## src/hw/rtl/asvg_pkg.sv

```systemverilog
// Package for the annulus sector vertex generator.
// Holds the shared widths, register codes, stage tags and the CORDIC arctangent table.
// No dependencies.
package asvg_pkg;

  localparam int K_W     = 9;   // slice angle index, up to 256
  localparam int SPAN_W  = 17;  // magnitude of end - start
  localparam int DVD_W   = 25;  // k * |span| fits below 2^25
  localparam int DIV_W   = 9;   // effective slice count, 1..256
  localparam int PH_W    = 16;  // phase, 65536 per turn
  localparam int ANG_W   = 34;  // CORDIC residual angle, 2^-32 turn
  localparam int TRIG_W  = 33;  // cosine and sine, Q1.30 with headroom
  localparam int RAD_W   = 16;
  localparam int COORD_W = 17;
  localparam int CFG_W   = 17;
  localparam int CIDX_W  = 3;
  localparam int ATAN_LEN = 24;

  localparam logic signed [TRIG_W-1:0] INV_GAIN = TRIG_W'(652032874);

  typedef enum logic [CIDX_W-1:0] {
    REG_SUBDIV = 3'd0,
    REG_OUTER  = 3'd1,
    REG_INNER  = 3'd2,
    REG_START  = 3'd3,
    REG_END    = 3'd4
  } cfg_reg_t;

  // Travels alongside every stage: valid, and whether this is the second angle.
  typedef struct packed {
    logic valid;
    logic second;
  } tag_t;

  typedef struct packed {
    logic signed [COORD_W-1:0] ox;
    logic signed [COORD_W-1:0] oy;
    logic signed [COORD_W-1:0] ix;
    logic signed [COORD_W-1:0] iy;
  } coord_set_t;

  function automatic logic [31:0] atan_turn(input int i);
    logic [31:0] v;
    case (i)
      0:  v = 32'd536870912;
      1:  v = 32'd316933406;
      2:  v = 32'd167458907;
      3:  v = 32'd85004756;
      4:  v = 32'd42667331;
      5:  v = 32'd21354465;
      6:  v = 32'd10679838;
      7:  v = 32'd5340245;
      8:  v = 32'd2670163;
      9:  v = 32'd1335087;
      10: v = 32'd667544;
      11: v = 32'd333772;
      12: v = 32'd166886;
      13: v = 32'd83443;
      14: v = 32'd41722;
      15: v = 32'd20861;
      16: v = 32'd10430;
      17: v = 32'd5215;
      18: v = 32'd2608;
      19: v = 32'd1304;
      20: v = 32'd652;
      21: v = 32'd326;
      22: v = 32'd163;
      23: v = 32'd81;
      default: v = 32'd0;
    endcase
    return v;
  endfunction

endpackage

```

## src/hw/rtl/asvg_angle.sv

```systemverilog
// Slice angle pipeline: k * span, a one-bit-per-stage restoring divider by the
// slice count, then the start offset and wrap to one turn. Depends on asvg_pkg.
module asvg_angle #(
  parameter int MAX_SLICES = 256
) (
  input  logic                           clk,
  input  logic                           rst_n,
  input  asvg_pkg::tag_t                 in_tag,
  input  logic [asvg_pkg::K_W-1:0]       in_k,
  input  logic [8:0]                     subdiv,
  input  logic [asvg_pkg::CFG_W-1:0]     start_ang,
  input  logic [asvg_pkg::CFG_W-1:0]     end_ang,
  output asvg_pkg::tag_t                 out_tag,
  output logic [asvg_pkg::PH_W-1:0]      out_phase
);
  import asvg_pkg::*;

  localparam int CMP_W = 13;

  logic              neg;
  logic [SPAN_W-1:0] span_mag;
  logic [DIV_W-1:0]  divisor;
  logic [K_W+SPAN_W-1:0] prod;

  assign neg      = end_ang < start_ang;
  assign span_mag = neg ? (start_ang - end_ang) : (end_ang - start_ang);
  assign prod     = in_k * span_mag;

  always_comb begin
    if (subdiv == 9'd0) begin
      divisor = DIV_W'(1);
    end else if ({4'd0, subdiv} > CMP_W'(MAX_SLICES)) begin
      divisor = DIV_W'(MAX_SLICES);
    end else begin
      divisor = subdiv;
    end
  end

  // Stage 0 holds the dividend; stage i+1 holds the word after i+1 quotient bits.
  tag_t             tag_r  [DVD_W+1];
  logic [DVD_W-1:0] word_r [DVD_W+1];
  logic [DIV_W-1:0] rem_r  [DVD_W+1];

  always_ff @(posedge clk) begin
    if (!rst_n) begin
      tag_r[0] <= '0;
    end else begin
      tag_r[0] <= in_tag;
    end
    word_r[0] <= prod[DVD_W-1:0];
    rem_r[0]  <= '0;
  end

  for (genvar i = 0; i < DVD_W; i++) begin : g_div
    logic [DIV_W:0] trial;
    logic           take;
    assign trial = {rem_r[i], word_r[i][DVD_W-1]};
    assign take  = trial >= {1'b0, divisor};
    always_ff @(posedge clk) begin
      if (!rst_n) begin
        tag_r[i+1] <= '0;
      end else begin
        tag_r[i+1] <= tag_r[i];
      end
      rem_r[i+1]  <= take ? DIV_W'(trial - {1'b0, divisor}) : trial[DIV_W-1:0];
      word_r[i+1] <= {word_r[i][DVD_W-2:0], take};
    end
  end

  logic [PH_W-1:0] q_lo;
  logic [PH_W-1:0] phase_r;
  tag_t            ptag_r;

  assign q_lo = word_r[DVD_W][PH_W-1:0];

  always_ff @(posedge clk) begin
    if (!rst_n) begin
      ptag_r <= '0;
    end else begin
      ptag_r <= tag_r[DVD_W];
    end
    phase_r <= start_ang[PH_W-1:0] + (neg ? (~q_lo + PH_W'(1)) : q_lo);
  end

  assign out_tag   = ptag_r;
  assign out_phase = phase_r;

endmodule

```

## config.mk

```make
export PLATFORM = sky130hd
export DESIGN_NAME = asvg_angle
export DESIGN_NICKNAME = d
export VERILOG_FILES = /design/src/hw/rtl/asvg_pkg.sv /design/src/hw/rtl/asvg_angle.sv
export SDC_FILE = /design/constraint.sdc
export NUM_CORES = 1
export LEC_CHECK = 0
export BUFFER_PORTS_ARGS = -buffer_cell sky130_fd_sc_hd__buf_2
export CORE_MARGIN = 1
export CORE_UTILIZATION = 54
export DETAILED_ROUTE_END_ITERATION = 10
export PLACE_DENSITY = 0.84
export SETUP_SLACK_MARGIN = 0.15
export SLEW_MARGIN = 25
export SYNTH_ARGS = -nofsm -noshare
export SYNTH_HDL_FRONTEND = slang
export SYNTH_SLANG_ARGS = --single-unit
```

## constraint.sdc

```tcl
create_clock -name clk -period 6.9 [get_ports clk]
set_input_delay 0.345 -clock clk [delete_from_list [all_inputs] [get_ports clk]]
set_output_delay 0.345 -clock clk [all_outputs]
set_load 0.02 [all_outputs]
```

# ---- Word level (Yosys, flattened, before mapping)
# Memories as Yosys holds them, arrays and structs flattened. A register that Yosys moved wholly into a read port is not among the register bits.
# Index checks and enable logic that the tools add are counted.
dict set report op_classes {
  reduce_logical 2
  magnitude_cmp 27
  bitwise 27
  add_sub_neg 29
  muxes 57
  multipliers 1
}
# cell count
set ops {}
lappend ops {{>= comparator 10 x 9 -> 1 bit} 25}
lappend ops {{2-to-1 mux 9 bit} 27}
lappend ops {{subtractor 9 bit} 25}
lappend ops {{2-to-1 mux 2 bit} 26}
lappend ops {{subtractor 17 bit} 2}
lappend ops {{bitwise OR 1 bit} 26}
lappend ops {{multiplier 9 x 17 -> 25 bit} 1}
lappend ops {{< comparator 17 bit} 1}
lappend ops {{2-to-1 mux 17 bit} 1}
lappend ops {{adder 16 x 1 -> 16 bit, second input constant} 1}
lappend ops {{adder 16 bit} 1}
lappend ops {{2-to-1 mux 16 bit} 1}
lappend ops {{NOT 16 bit} 1}
lappend ops {{greater-than comparator 9 bit, second input constant} 1}
lappend ops {{logical NOT 9 bit} 1}
lappend ops {{2-to-1 mux 1 bit} 2}
lappend ops {{logical NOT 1 bit} 1}
dict set report totals {
  reg_bits 16
  output_inout_bits 18
  input_bits 56
  memories 3
  ramBits 936
  wordCells 147
}
# memory words width rd rd_ports_with_merged_regs wr line
set memory_table {}
lappend memory_table {word_r 26 25 26 0 26 asvg_angle.sv:41} ;# logic [DVD_W-1:0] word_r [DVD_W+1];
lappend memory_table {rem_r 26 9 25 0 26 asvg_angle.sv:42} ;# logic [DIV_W-1:0] rem_r [DVD_W+1];
lappend memory_table {tag_r 26 2 26 1 26 asvg_angle.sv:40} ;# tag_t tag_r [DVD_W+1];

# ---- Longest topological paths before layout
# Gate-level depths: netlist (run 1).
dict set report depth {
  word_depth 5
  mapped_depth 35
  ltp_nobuf 32
}

# ---- Worst setup path before layout (run 1)
# OpenSTA, ideal clock, no wires.
dict set report synth_timing {
  path_kind {input to register}
  startpoint {in start_ang[8] (netlist bit)}
  endpoint {mem word_r[0][24]}
  stages 30
  path_buffers 3
  setup_time_ns 0.121
  path_slack_ns -0.051
  arrival_time_ns 6.830
  t_required_ns 6.779
  path_cell_list {inv_1 ha_1 and3_1 and2_4 and3_1 a21bo_2 a21oi_2 a31o_1 buf_6 buf_6 buf_2 mux2i_1 and2_1 fa_1 fa_1 fa_1 inv_1 fa_1 inv_1 ha_1 o21a_1 o21a_1 nor2_1 a21oi_1 a41o_1 o221a_2 a311o_1 nand2_1 a21oi_1 xnor2_1}
}
# item line
set synth_lines {}
lappend synth_lines {{start, declared} asvg_angle.sv:11} ;# input logic [asvg_pkg::CFG_W-1:0] start_ang,
lappend synth_lines {{end, declared} asvg_angle.sv:41}

==> reports/metrics.yaml, run 1 <==
floorplanning:
  die_y_um: 249
  start_util_pct: 54.5
  fp.coreArea_um2: 60200
  fp.dieArea_um2: 61800
  die-width_um: 249
  row_count: 90
  io_pins: 74
clock_network:
  cts_buffer_depth: 3
  cts.sink_count: 747
  insertion_delay_ns: 0.63
  clk_pin_slew_worst_paths_ns: 0.06
  cts_max_level: 3
  cts_buffers: 75
  cts_tree: "built"
  cts_root_buf: "clkbuf_16"
routing:
  routed-via-count: 22300
  wl_per_cell_um: 16.7
  drc: 0
  first_pass_iters: 6
  routed_via_density: 5.35
  drt_iter0_markers: 1219
  ant_nets: 0
  wl_mm: 69.6
timing:
  slew_violations: 0
  period_minus_slack_ns: 6.50
  clock_skew_ns: 0.0242
  finalWorstSetupSlack_ns: 0.396
  setup_viol: 0
  clock.fmax_ghz: 0.154
  slew_headroom_pct: 40.1
  worst_pin_slew_ns: 0.895
  finalHoldViolCount: 0
  grt_setup_unrepaired: "yes"
  period_share_pct: 94.3
global_routing:
  groute.usage.overall_pct: 22.7
  grt-ovfl-total: 0
  antenna_found_initial: 1
  grt_pass1_vias: 23300
  grt_pass1_wl_mm: 114
  grt_max_degree: 55
outcome:
  status: "complete, no violations"
min_path:
  hold_path.class: "in -> reg"
  min_from: "start_ang[0]"
  whs_path_depth: 2
  hold_end: "out_phase[0]"
synthesis:
  ys_warn_count: 0
  synth_ff_type: "dfxtp_1"
  ys_ff_latch: 747
  postSynthAreaPerCell_um2: 10.5
  async_reset_ff_share_pct: 0
  syn_inst: 3132
  synth.cell_area_um2: 32900
  synth_edf_count: 0
  synth_cell_type_count: 66
  ys_seq_area_share_pct: 45.5
  synth_fp_nets: 3630
layout:
  antenna_cells: 0
  nNetsFinal: 3828
  fillers: 4495
  drive_gt1_share_pct: 11.8
  fin_cells: 4175
  area_growth_pct: 14.8
critical_path:
  slowest_delay_ns: 0.54
  worstSetupPathType: "in -> reg"
  ff2ff_setup_slack_ns: 3.14
  reg2reg_depth: 15
  slowest_stage: "fa_1"
  path_common_cell: "fa_1"
  crit_required_ns: 7.43
  worstSetupEndpointType: "register"
  r2r_end: "out_phase[14]"
  regToRegStartpoint: "word_r[25][0]"
  worstPathArrival_ns: 7.04
  crit_fanout: 29
  cp-start-kind: "primary input"
placement:
  place_congestion: 0.881
  post-dp-hpwl_mm: 48.2
  numPortBuffers: 73
  place_inst: 4030
  pre_cts_ws_ns: -0.384
flow_run:
  cap_violations: 0
## cells in the mapped netlist, drive strengths merged (7+ instances only)
cell / count / area, µm²
nand2: 142 / 533
a21o: 156 / 1170
o211ai: 8 / 60.1
nand2b: 77 / 482
inv: 260 / 976
nor2b: 87 / 544
buf: 8 / 58.8
a2111oi: 11 / 96.3
and2: 135 / 847
o21a: 7 / 52.6
nor3: 12 / 60.1
or3: 7 / 43.8
a31oi: 7 / 50.1
a211oi: 29 / 223
and3: 9 / 56.3
nor2: 211 / 792
nand4: 48 / 300
o21ai: 72 / 360
mux2i: 9 / 90.1
o41ai: 8 / 70.1
xnor2: 160 / 1440
dfxtp: 747 / 15000
o31ai: 11 / 82.6
ha: 311 / 3890
clkbuf: 43 / 161
o21bai: 8 / 60.1
fa: 131 / 2620
mux2: 50 / 571
nand3: 22 / 110
a21oi: 260 / 1320
or2: 7 / 43.8
xor2: 41 / 397
## metal layers
metal | up-vias | global-route usage [%] | wire [µm]
li1 | 10900 | - | -
met1 | 10700 | 27.3 | 29400
met2 | 548 | 40.1 | 34300
met3 | 172 | 4.11 | 3550
met4 | 0 | 9.35 | 2340
met5 | - | 0 | 0
## placed cells by master, fill, tap and decap left out, types with 15 or more instances in the layout
cell       synthesis  final
o21ai_0           69     67
nand2b_1          77     77
xnor2_1          155    153
fa_1             131    131
and2_1           134    133
dfxtp_1          747    747
a21o_1           156    156
mux2_2            48     48
ha_1             311    307
clkbuf_16          0     75
a211oi_1          28     28
nand4_1           48     48
nand2_1          142    140
buf_4              0     95
a21oi_1          256    253
clkinv_2           0     15
xor2_1            36     35
nor2_1           211    211
bufinv_16          0     15
nor2b_1           87     87
buf_2              5     73
inv_1            260    260
nand3_1           22     22
## critical path, delay by kind of cell
family	cells	cell delay (ns)
adder cells (fa/ha/maj)	6	2.57
AO/OA/AOI/OAI	9	1.93
buffers and inverters	7	0.92
AND/OR/NAND/NOR	5	0.81
XOR/XNOR	2	0.28
multiplexers	1	0.18
## registers in the layout (all words and copies together), names as in the netlist
name	cells
out_tag	2
rem_r	216
word_r	461
tag_r	52
out_phase	16
## worst max path at each step
stage	startpoint	endpoint	slack (ns)	depth (start not counted)
after global placement	start_ang[9]	word_r[0][24]	-0.13	31
after CTS	start_ang[9]	word_r[0][22]	0.26	31
after detailed placement	start_ang[9]	word_r[0][24]	-0.38	32
final	start_ang[9]	word_r[0][23]	0.40	30
after global routing	start_ang[9]	word_r[0][24]	0.11	33
after floorplan	start_ang[9]	word_r[0][24]	0.16	32
## cell families after synthesis
family	Yosys count	synth area share, %
fa+ha+maj	442	19.8
simple gates	768	11.9
flops	747	45.5
mux	59	2.01
compound gates	603	11.6
buf+inv	312	3.65
xor+xnor	201	5.59
## stage by stage
stage          TNS, ns  hold slack (ns)  instance area (µm²)  util, %
4_1_cts              0           0.0381                37600     62.5
2_1_floorplan        0            0.310                32900        -
6_report             0           0.0772                37700     62.6
5_1_grt              0           0.0622                37700     62.6
3_5_place_dp     -2.03            0.312                34800     57.7
3_3_place_gp    -0.407            0.310                34800     57.7
## final cells by class
class                           count  area (µm²)  share of cell area (%)
Sequential cell                   747       15000                    39.7
Multi-Input combinational cell   2073       16800                    44.6
Clock buffer                       93        2060                    5.47
Timing Repair Buffer              172        1130                    3.00
Clock inverter                     47         774                    2.05
Tap cell                          782         978                    2.59
Inverter                          261         980                    2.60
## repair_timing
action,CTS,global route
setup buffers,0,3
hold endpoints to repair,2,0
endpoints found under the setup margin,0,7
gates resized for setup,0,12
hold buffers,2,0
Power of run 1 is not shown: default switching activity piles up to over one toggle a cycle in this logic, so the estimate is an artifact.
==> run 2: changes to the inputs <==
--- a/config.mk
+++ b/config.mk
@@ -9,7 +9,7 @@
 export CORE_MARGIN = 1
 export CORE_UTILIZATION = 54
 export DETAILED_ROUTE_END_ITERATION = 10
-export PLACE_DENSITY = 0.84
+export PLACE_DENSITY = 0.81
 export SETUP_SLACK_MARGIN = 0.15
 export SLEW_MARGIN = 25
 export SYNTH_ARGS = -nofsm -noshare
==> constraint.sdc (replaced) <==
create_clock -name clk -period 6.4 [get_ports clk]
set_input_delay 0.32 -clock clk [delete_from_list [all_inputs] [get_ports clk]]
set_output_delay 0.32 -clock clk [all_outputs]
set_load 0.02 [all_outputs]
==> reports/metrics.yaml, run 2 (synthesized netlist as in run 1, its figures left out) <==
global_routing:
  grt_pass1_vias: 22800  # was 23300
  grt_pass1_wl_mm: 111  # was 114 mm
  grt-ovfl-total: 0  # unchanged
  grt_max_degree: 55  # unchanged
  antenna_found_initial: 1  # unchanged
  groute.usage.overall_pct: 22.1  # was 22.7%
placement:
  numPortBuffers: 73  # unchanged
  place_inst: 4074  # was 4030
  place_congestion: 0.869  # was 0.881
  pre_cts_ws_ns: -0.588  # was -0.384 ns
  post-dp-hpwl_mm: 48.1  # was 48.2 mm
clock_network:
  cts_tree: "built"  # unchanged
  cts_buffer_depth: 3  # unchanged
  cts_root_buf: "clkbuf_16"  # unchanged
  cts_max_level: 3  # unchanged
  cts.sink_count: 747  # unchanged
  cts_buffers: 74  # was 75
  clk_pin_slew_worst_paths_ns: 0.07  # was 0.06 ns
  insertion_delay_ns: 0.61  # was 0.63 ns
timing:
  grt_setup_unrepaired: "yes"  # unchanged
  worst_pin_slew_ns: 1.01  # was 0.895 ns
  period_minus_slack_ns: 6.32
  clock_skew_ns: 0.0223  # was 0.0242 ns
  finalHoldViolCount: 0  # unchanged
  clock.fmax_ghz: 0.158
  fin_setup_tns_ns: 0  # unchanged
  slew_violations: 0  # unchanged
  period_share_pct: 98.8
  setup_viol: 0  # unchanged
  finalWorstSetupSlack_ns: 0.0762  # was 0.396 ns
  slew_headroom_pct: 32.5  # was 40.1%
layout:
  final_common_cell: "dfxtp_1"  # unchanged
  area_growth_pct: 17.0  # was 14.8%
  largest_register_ffs: 461  # unchanged
  top_register: "word_r"  # unchanged
  seqCellArea_um2: 15000  # unchanged
  drive_gt1_share_pct: 15.1  # was 11.8%
  fin_cells: 4239  # was 4175
  reg.largest.list: "word_r x461, rem_r x216, tag_r x52"  # unchanged
  final_cell_mix: "dfxtp_1 (747), ha_1 (297), inv_1 (249)"  # was dfxtp_1 (747), ha_1 (307), inv_1 (260)
  fillers: 4369  # was 4495
  multi_input_area_um2: 17300  # was 16800 µm²
  nNetsFinal: 3896  # was 3828
critical_path:
  worstSetupPathType: "in -> reg"  # unchanged
  r2r_end: "out_phase[15]"  # was out_phase[14]
  slowest_delay_ns: 0.55  # was 0.54 ns
  crit_fanout: 5  # was 29
  path_common_cell: "inv_2"  # was fa_1
  crit_required_ns: 6.90  # was 7.43 ns
  slowest_stage: "fa_1"  # unchanged
  regToRegStartpoint: "word_r[25][0]"  # unchanged
  worstPathArrival_ns: 6.82  # was 7.04 ns
  worstSetupEndpointType: "register"  # unchanged
  reg2reg_depth: 15  # unchanged
  cp-start-kind: "primary input"  # unchanged
  ff2ff_setup_slack_ns: 2.79  # was 3.14 ns
routing:
  drt_iter0_markers: 1175  # was 1219
  wl_mm: 68.7  # was 69.6 mm
  routed-via-count: 22400  # was 22300
  wl_per_cell_um: 16.2  # was 16.7 µm
  routed_via_density: 5.28  # was 5.35
  drc: 0  # unchanged
  ant_nets: 0  # unchanged
  first_pass_iters: 5  # was 6
floorplanning:
  fp.dieArea_um2: 61800  # unchanged
  io_pins: 74  # unchanged
  die-width_um: 249  # unchanged
  fp.coreArea_um2: 60200  # unchanged
  die_y_um: 249  # unchanged
  row_count: 90  # unchanged
  start_util_pct: 54.5  # unchanged
outcome:
  status: "complete, no violations"  # unchanged
flow_run:
  cap_violations: 0  # unchanged
min_path:
  whs_path_depth: 3  # was 2
  min_from: "start_ang[0]"  # unchanged
  hold_path.class: "in -> reg"  # unchanged
  hold_end: "out_phase[0]"  # unchanged
==> run 2: worst max path at each step <==
stage | start | slack (ns) | endpoint
6_report | start_ang[9] | 0.08 | word_r[0][24]
5_1_grt | start_ang[10] | -0.11 | word_r[0][24]
4_1_cts | start_ang[9] | 0.15 | word_r[0][24]
3_5_place_dp | start_ang[1] | -0.59 | word_r[0][22]
3_3_place_gp | end_ang[9] | -0.37 | word_r[0][24]
2_1_floorplan | end_ang[3] | -0.03 | word_r[0][24]
==> run 2: per-layer routing <==
metal / share of wire (%) / global-route usage [%]
met1: 44 / 27.5
met2: 49 / 38.6
met3: 4.1 / 3.34
met4: 2.9 / 8.07
met5: 0 / 0
==> run 2: final cells by class <==
cell class	instances	area share [%]
multi-input combinational	2074	45.0
inverter	261	2.57
timing repair buffer	240	4.52
tap	782	2.54
clock inverter	33	1.00
clock buffer	101	5.50
sequential	747	38.9
antenna	1	0.00651
==> run 2: worst max-delay path, delay by kind of cell <==
kind,cells,cell delay (ns)
AOI/OAI and AO/OA,11,2.13
adders and majority gates,6,2.38
xor gates and xnor gates,2,0.35
muxes,1,0.26
and+or+nand+nor,6,0.85
buffers and inverters,7,0.53
==> run 2: repair_timing <==
action | in CTS | in global routing
endpoints found under the setup margin | 3 | 8
pin swaps | 9 | 66
gates cloned | 0 | 2
hold endpoints to repair | 2 | 0
setup buffers | 3 | 23
resized for setup | 6 | 78
hold buffers | 2 | 0
==> run 2: through the flow <==
step / cell area [µm²] / util [%] / hold WS (ns)
3_3_place_gp: 35200 / 58.5 / 0.310
4_1_cts: 37800 / 62.8 / 0.0739
6_report: 38500 / 63.8 / 0.102
2_1_floorplan: 33100 / - / 0.310
5_1_grt: 38500 / 63.8 / 0.100
3_5_place_dp: 35200 / 58.5 / 0.312
Power of run 2 is left out for the same reason.
